$ cat config.mk
export PLATFORM = sky130hd
export DESIGN_NAME = lcgpf_div
export DESIGN_NICKNAME = d
export VERILOG_FILES = /design/src/lcgpf_pkg.sv /design/src/lcgpf_div.sv
export SDC_FILE = /design/constraint.sdc
export NUM_CORES = 1
export LEC_CHECK = 0
export BUFFER_PORTS_ARGS = -buffer_cell sky130_fd_sc_hd__buf_2
export CAP_MARGIN = 40
export CORE_ASPECT_RATIO = 1.4
export CORE_MARGIN = 1.5
export CORE_UTILIZATION = 33
export CTS_CLUSTER_SIZE = 30
export DETAILED_ROUTE_END_ITERATION = 16
export SLEW_MARGIN = 10
export SYNTH_ARGS = -nofsm -noshare
export SYNTH_HDL_FRONTEND = slang
export SYNTH_SLANG_ARGS = --single-unit
$ cat constraint.sdc
create_clock -name i_clk -period 3.9 [get_ports i_clk]
set_input_delay 0.78 -clock i_clk [delete_from_list [all_inputs] [get_ports i_clk]]
set_output_delay 0.78 -clock i_clk [all_outputs]
set_load 0.05 [all_outputs]
$ cat src/lcgpf_pkg.sv
`default_nettype none
package lcgpf_pkg;

    // Field and register widths.
    localparam int MULT_W  = 16;
    localparam int INCR_W  = 16;
    localparam int MOD_W   = 15;
    localparam int SEED_W  = 14;
    localparam int VALUE_W = 14;
    localparam int COUNT_W = 15;

    // Configuration port.
    localparam int CFG_IDX_W  = 2;
    localparam int CFG_DATA_W = 16;

    typedef enum logic [CFG_IDX_W-1:0] {
        REG_MULTIPLIER = 2'd0,
        REG_INCREMENT  = 2'd1,
        REG_MODULUS    = 2'd2,
        REG_SEED       = 2'd3
    } t_reg_idx;

    // Register reset values.
    localparam logic [MULT_W-1:0] MULT_RST = 16'd1;
    localparam logic [INCR_W-1:0] INCR_RST = 16'd0;
    localparam logic [MOD_W-1:0]  MOD_RST  = 15'd10000;
    localparam logic [SEED_W-1:0] SEED_RST = 14'd0;

    // Default depth of the visited map.
    localparam int MAX_MOD_DEF = 16384;

    // a*x + c stays below 2^31 for a 16-bit a and c and a 15-bit x.
    localparam int PROD_W = 31;
    localparam int DIV_CNT_W = 5;

    // Generation tag kept per map entry.
    localparam int EPOCH_W = 4;

    // Wide enough to hold any map address for a depth up to 65536.
    localparam int ADDR_XW = 17;

endpackage
`default_nettype wire

$ cat src/lcgpf_div.sv
`default_nettype none
module lcgpf_div
    import lcgpf_pkg::*;
(
    input  wire logic              i_clk,
    input  wire logic              i_rst_n,
    input  wire logic              i_start,
    input  wire logic [PROD_W-1:0] i_dividend,
    input  wire logic [MOD_W-1:0]  i_divisor,
    output logic                   o_done,
    output logic [MOD_W-1:0]       o_rem
);

    localparam logic [DIV_CNT_W-1:0] LAST_STEP = DIV_CNT_W'(PROD_W - 1);

    logic                 r_busy;
    logic                 r_done;
    logic [DIV_CNT_W-1:0] r_cnt;
    logic [PROD_W-1:0]    r_dvd;
    logic [MOD_W-1:0]     r_den;
    logic [MOD_W-1:0]     r_rem;

    logic [MOD_W:0]       w_trial;
    logic [MOD_W:0]       w_diff;
    logic [MOD_W-1:0]     n_rem;

    // One restoring step: shift in the next dividend bit and subtract if it fits.
    assign w_trial = {r_rem, r_dvd[PROD_W-1]};
    assign w_diff  = w_trial - {1'b0, r_den};
    assign n_rem   = (w_trial >= {1'b0, r_den}) ? w_diff[MOD_W-1:0] : w_trial[MOD_W-1:0];

    always_ff @(posedge i_clk) begin
        if (!i_rst_n) begin
            r_busy <= 1'b0;
            r_done <= 1'b0;
            r_cnt  <= '0;
        end else begin
            r_done <= 1'b0;
            if (i_start) begin
                r_busy <= 1'b1;
                r_cnt  <= '0;
            end else if (r_busy) begin
                r_cnt <= r_cnt + 1'b1;
                if (r_cnt == LAST_STEP) begin
                    r_busy <= 1'b0;
                    r_done <= 1'b1;
                end
            end
        end
    end

    always_ff @(posedge i_clk) begin
        if (i_start) begin
            r_dvd <= i_dividend;
            r_den <= i_divisor;
            r_rem <= '0;
        end else if (r_busy) begin
            r_dvd <= {r_dvd[PROD_W-2:0], 1'b0};
            r_rem <= n_rem;
        end
    end

    assign o_done = r_done;
    assign o_rem  = r_rem;

    a_rem_below_divisor: assert property (@(posedge i_clk) disable iff (!i_rst_n)
        r_busy |-> (r_rem < r_den))
        else $error("partial remainder not below divisor");

    a_done_after_busy: assert property (@(posedge i_clk) disable iff (!i_rst_n)
        r_done |-> $past(r_busy))
        else $error("divider done without a running division");

endmodule
`default_nettype wire

==> results of run 1 <==
==> worst max-delay path: stages, from the launching register on <==
cell      delay (ps)
edfxtp_1         410
inv_1             80
ha_1             170
fa_1             190
nand2b_1         150
a21o_1           220
a211oi_4         110
o31ai_4          760
nor2_1           110
a211oi_2         240
a211oi_2          50
==> layer usage <==
metal	routed length, um	part of all wire, %	track usage [%]	up-vias
li1	-	-	-	1248
met5	0	0	0	-
met2	3520	50	22.1	62
met1	2980	42	15.1	1160
met4	111	1.6	6.80	0
met3	429	6.1	4.11	8
==> final cells by class <==
cell class	count	share of cell area (%)
clock buffer	11	5.41
multi-input combinational	208	37.7
inverter	21	1.83
timing repair buffer	67	7.97
tap	138	4.02
sequential	68	42.4
clock inverter	5	0.669
==> report_power, final <==
group	switching, uW	internal (uW)
sequential	25.6	839
clock	287	426
combinational	194	132
total	507	1400
==> metrics by stage <==
| stage | setup WS [ps] | instance area [um2] | instances | hold WS, ps | power [uW] |
|---|---|---|---|---|---|
| after floorplan | 1240 | 3560 | 305 | 465 | 1120 |
| after CTS | 1250 | 4300 | 518 | 471 | 1920 |
| after global placement | 1330 | 4040 | 502 | 455 | 1200 |
| final | 1280 | 4300 | 518 | 469 | 1900 |
| after detailed placement | 1250 | 4040 | 502 | 464 | 1210 |
| after global routing | 1020 | 4300 | 518 | 477 | 1990 |
==> layout by cell type (no fill, tap or decap), drive strengths merged, types with 2 or more instances in the layout <==
cell / Yosys / layout
o21ai: 13 / 13
nor3: 5 / 5
clkinvlp: 0 / 2
nor2: 31 / 31
xor2: 10 / 10
a31oi: 4 / 4
and2: 4 / 4
a311oi: 3 / 3
nand3: 4 / 4
mux2: 30 / 30
clkbuf: 3 / 11
edfxtp: 46 / 46
mux2i: 3 / 3
o211ai: 3 / 3
a211oi: 8 / 8
nand2b: 9 / 9
nand4: 5 / 5
dfxtp: 22 / 22
a21oi: 17 / 17
clkinv: 0 / 3
inv: 21 / 21
nand2: 20 / 20
o21a: 4 / 4
ha: 17 / 17
buf: 5 / 67
xnor2: 4 / 4
nor2b: 2 / 2
==> registers in the layout, summed over array words and instances, names as in the netlist <==
name	flops
r_dvd	31
o_rem	15
r_den	15
r_cnt	5
o_done	1
r_busy	1
==> path summary, 6_finish.rpt <==
path,to,cells after the start
worst max-delay path,o_rem[0]$_SDFFE_PP0P_,10
worst max register to register,o_rem[0]$_SDFFE_PP0P_,10
worst min register to register,o_rem[14]$_SDFFE_PP0P_,2
worst min-delay path,o_rem[14]$_SDFFE_PP0P_,2
==> cells by family (layout without fill, tap and decap cells) <==
group / count (synthesis) / count (layout)
DFF: 68 / 68
muxes: 33 / 33
adders and majority gates: 18 / 18
and+or+nand+nor: 83 / 83
buffers and inverters: 29 / 104
xor gates and xnor gates: 14 / 14
AOI/OAI and AO/OA: 60 / 60
==> metrics.txt, run 1 <==
ratio of cells with drive above 1 in the final layout=between 30% and 40%; Mapped Nets=around 370; detailed placement HPWL=between 5000 and 6000 um; Synth Warn #=0; Rows=44; Crit Path Max Fanout=17; adder-cell area share of the yosys netlist=6.54%; post-synthesis cell type count=between 50 and 60; routed len/inst=13.6 um; nets@finish=approximately 440; Slew Limit Fails=0; post-CTS sizing=0; Setup CP Type=flop to flop; endpoints failing hold=0; post-CTS setup buffers=0; top_reg_cell synth=edfxtp_1; total negative slack=0 ps; gpl congestion=just over 0.8; Area Growth Syn to Fin=20.8%; Hold/Removal Path Class=flop to flop; status=finished, final reports clean; r2r setup slk=approximately 1300 ps; Post-synth top cells=edfxtp_1 (46), mux2_2 (30), nor2_1 (29); Final Util=between 40% and 50%; worst-margin pin slew=841 ps; FF-to-FF Start=r_dvd[30]$_DFFE_PP_; clk buf depth=2; slew margin rel.=about 44%; Via density=between 4 and 5; Multi-input gate area=1620 um2; crit start category=flop; Clock Skew=6.08 ps; Worst setup EP type=flop; leakage power=0.00175 uW; initial DRC count=100; period utilization=slightly below 70%; Compound-Gate Fraction of Synth Area=between 10% and 20%; multiplexer area fraction after synthesis=between 10% and 20%; largest net degree at the start of global routing=approximately 40; synthesized flop and latch total=68; CTS Buf Count=9; Max-Cap Viols=0; GR Overflow Total=0; most numerous cell in the Yosys netlist=edfxtp_1; PortBufs=between 60 and 70; Post-Syn Instances=between 300 and 400; IO Pins=65; register area share after synthesis=about half; clk_lat worst skew=roughly 320 ps; Final Setup Violations=0; xor and xnor fraction of the mapped netlist area=~3.4%; Fillers=roughly 1100; Initial Utilization=around a third; gr usage total=13.2%; Syn Area/Cell=11.7 um2; root buf cell=clkbuf_16; Area contributors post-synth=edfxtp_1 (39%), dfxtp_1 (12%), mux2_2 (9.5%); clock-pin slew on the worst setup and hold paths=around 60 ps; EDFF count, synth=between 40 and 50; Detailed Route WL=7040 um; Peak VDD IR=approximately 0.00028 V; Die Wd=90.8 um; global-route wire length before repair=between 10000 and 15000 um; Critical Path Start=r_dvd[30]$_DFFE_PP_; largest family of logic cells by synthesized area=compound AO/OA/AOI/OAI gates; vias in the first global route=~2600; htree depth=3; hold-fix buffers at CTS=0; share of the synthesized area in the top cell type=38.8%; die area=about 11000 um2; Data required, critical path=4090 ps; initial antenna violation count=0; DRC viols=0; RSZ-0062 raised after global routing=no; Die Y=roughly 130 um; clk sink count=68; via count=about 2500; post-synth design cell area=3560 um2; PD cells=roughly 440 nW/um2; diodes inserted=0; Detail Route Antenna Nets=0; minimum clock period=between 2000 and 3000 ps; ys async rst share=0%; hold path start=o_rem[14]$_SDFFE_PP0P_; dominant cell type by area after synthesis=edfxtp_1; simple-gate share of the synthesized area=12.1%; arrival time at the worst endpoint=2810 ps; CTS tree=done; TritonRoute pass-1 iters=6; standard cell core area=10500 um2; Fmax=381 MHz; Register Area=around 1800 um2
(Power assumes the default switching activity.)
==> run 2: changes to the inputs <==
clock period = 2.3 ns   (was 3.9 ns; I/O delays follow)
==> metrics.txt, run 2 (same netlist as run 1, synthesis figures left out) <==
initial DRC count=94; Rows=44; vias in the first global route=just under 3000; htree depth=3; root buf cell=clkbuf_16; via count=around 2800; Via density=about 4.8; Final Setup Violations=11; global-route wire length before repair=around 14000 um; GRT Max-Usage Layer=met2; routed len/inst=between 10 and 15 um; most frequent cells in the layout=buf_2 (64), buf_4 (59), edfxtp_1 (46); nets@finish=a little over 500; Area Growth Syn to Fin=38.4%; PD cells=726 nW/um2; worst-margin pin slew=approximately 520 ps; Initial Utilization=between 30 and 40%; Cells after DPL=about 560; Fmax=423 MHz; CP max stage delay=about 400 ps; status=complete, but fails checks; clk_lat worst skew=approximately 330 ps; TritonRoute pass-1 iters=4; CTS tree=done; pre-CTS WS=-169 ps; Die Y=between 100 and 150 um; gr usage total=about 15%; leakage power=between 0.002 and 0.0025 uW; slew margin rel.=between 60% and 70%; CTS Buf Count=9; Worst setup EP type=flop; met3 Use GR=~4.6%; clk buf depth=2; setup ws final=-64.8 ps; CP delay by family, top=compound AO/OA/AOI/OAI gates; GR Util met1=16.5%; Crit Path Max Fanout=7; crit-path cells=ha_2 > fa_2 > nand2b_4 > a21o_1 > a211oi_4 > buf_4 > o31ai_4 > buf_6 > a211oi_2 > a211oi_2; PortBufs=64; largest net degree at the start of global routing=39; diodes inserted=0; Slowest-stage cell, CP=edfxtp_1; crit-path most repeated cell=a211oi_2; ratio of cells with drive above 1 in the final layout=50.5%; DRC viols=0; RSZ-0062 raised after global routing=yes; detailed placement HPWL=about 6200 um; die area=about 11000 um2; M2 GR Usage=approximately 28%; standard cell core area=roughly 10000 um2; period utilization=103%; Fillers=1000; commonest non-fill, non-tap cell in the layout=buf_2; minimum clock period=2360 ps; endpoints failing hold=0; total negative slack=-372 ps; max reg flops=31; CP bufs+invs=2; Max-Cap Viols=0; overall power=~3600 uW; Data required, critical path=between 2000 and 3000 ps; Detailed Route WL=8220 um; arrival time at the worst endpoint=around 2600 ps; clk sink count=68; Setup CP Type=flop to flop; failing checks=negative setup slack; final std cells w/o fill=580; Peak VDD IR=approximately 0.00056 V; Die Wd=approximately 91 um; Top reg by flops=r_dvd; GR Overflow Total=0; Hold/Removal Path Class=input port to flop; gpl congestion=roughly 0.9; clock-pin slew on the worst setup and hold paths=approximately 60 ps; IO Pins=65; Detail Route Antenna Nets=0; Final Util=a little under half; initial antenna violation count=0; Slew Limit Fails=0; hold-fix buffers at CTS=0; crit start category=flop; Clock Skew=between 5 and 6 ps
[run 2: cell count changes in the layout (fill, tap and decap cells not counted), moves of 3 or more]
| cell | previous run | this run |
|---|---|---|
| buf_4 | 3 | 59 |
| dfxtp_2 | 0 | 12 |
| a21oi_1 | 13 | 9 |
| buf_6 | 0 | 3 |
| dfxtp_1 | 22 | 9 |
| clkinv_4 | 0 | 3 |
| a21oi_2 | 4 | 8 |
[run 2: power breakdown]
part	switching [uW]	total (uW)	internal [uW]
Sequential	35.1	1460	1420
Clock	544	1390	844
Combinational	392	731	340
[run 2: repair_timing]
item / CTS / global route
endpoints found under the setup margin: 14 / 15
setup buffers: 5 / 1
hold endpoints to repair: 0 / 0
gates resized for setup: 9 / 8
cloned: 1 / 0
pin swaps: 16 / 7
[run 2: routing by layer]
layer | vias up | share of wire (%)
met5 | - | 0
met4 | 0 | 1.7
met3 | 9 | 5.6
met2 | 62 | 54
met1 | 1335 | 39
li1 | 1377 | -
[run 2: final timing paths]
check,startpoint,to,slack (ps),cells past startpoint
min reg2reg,o_rem[14]$_SDFFE_PP0P_,o_rem[14]$_SDFFE_PP0P_,490,2
max,r_den[0]$_DFFE_PP_,o_rem[0]$_SDFFE_PP0P_,-60,10
min,i_divisor[4],r_den[4]$_DFFE_PP_,300,1
max reg2reg,r_den[0]$_DFFE_PP_,o_rem[0]$_SDFFE_PP0P_,-60,10
[run 2: cell type report]
class,instances,area (um2),share of cell area (%)
Clock buffer,9,225,4.57
Timing Repair Buffer,128,837,17.0
Multi-Input combinational cell,209,1700,34.4
Tap cell,138,173,3.50
Sequential cell,68,1840,37.4
Inverter,21,78.8,1.60
Clock inverter,7,76.3,1.55
[run 2: per-stage QoR]
stage,hold WS (ps),area (um2)
floorplan,465,3590
global placement,461,4510
detailed placement,482,4510
CTS,288,4890
global route,285,4930
finish,298,4930
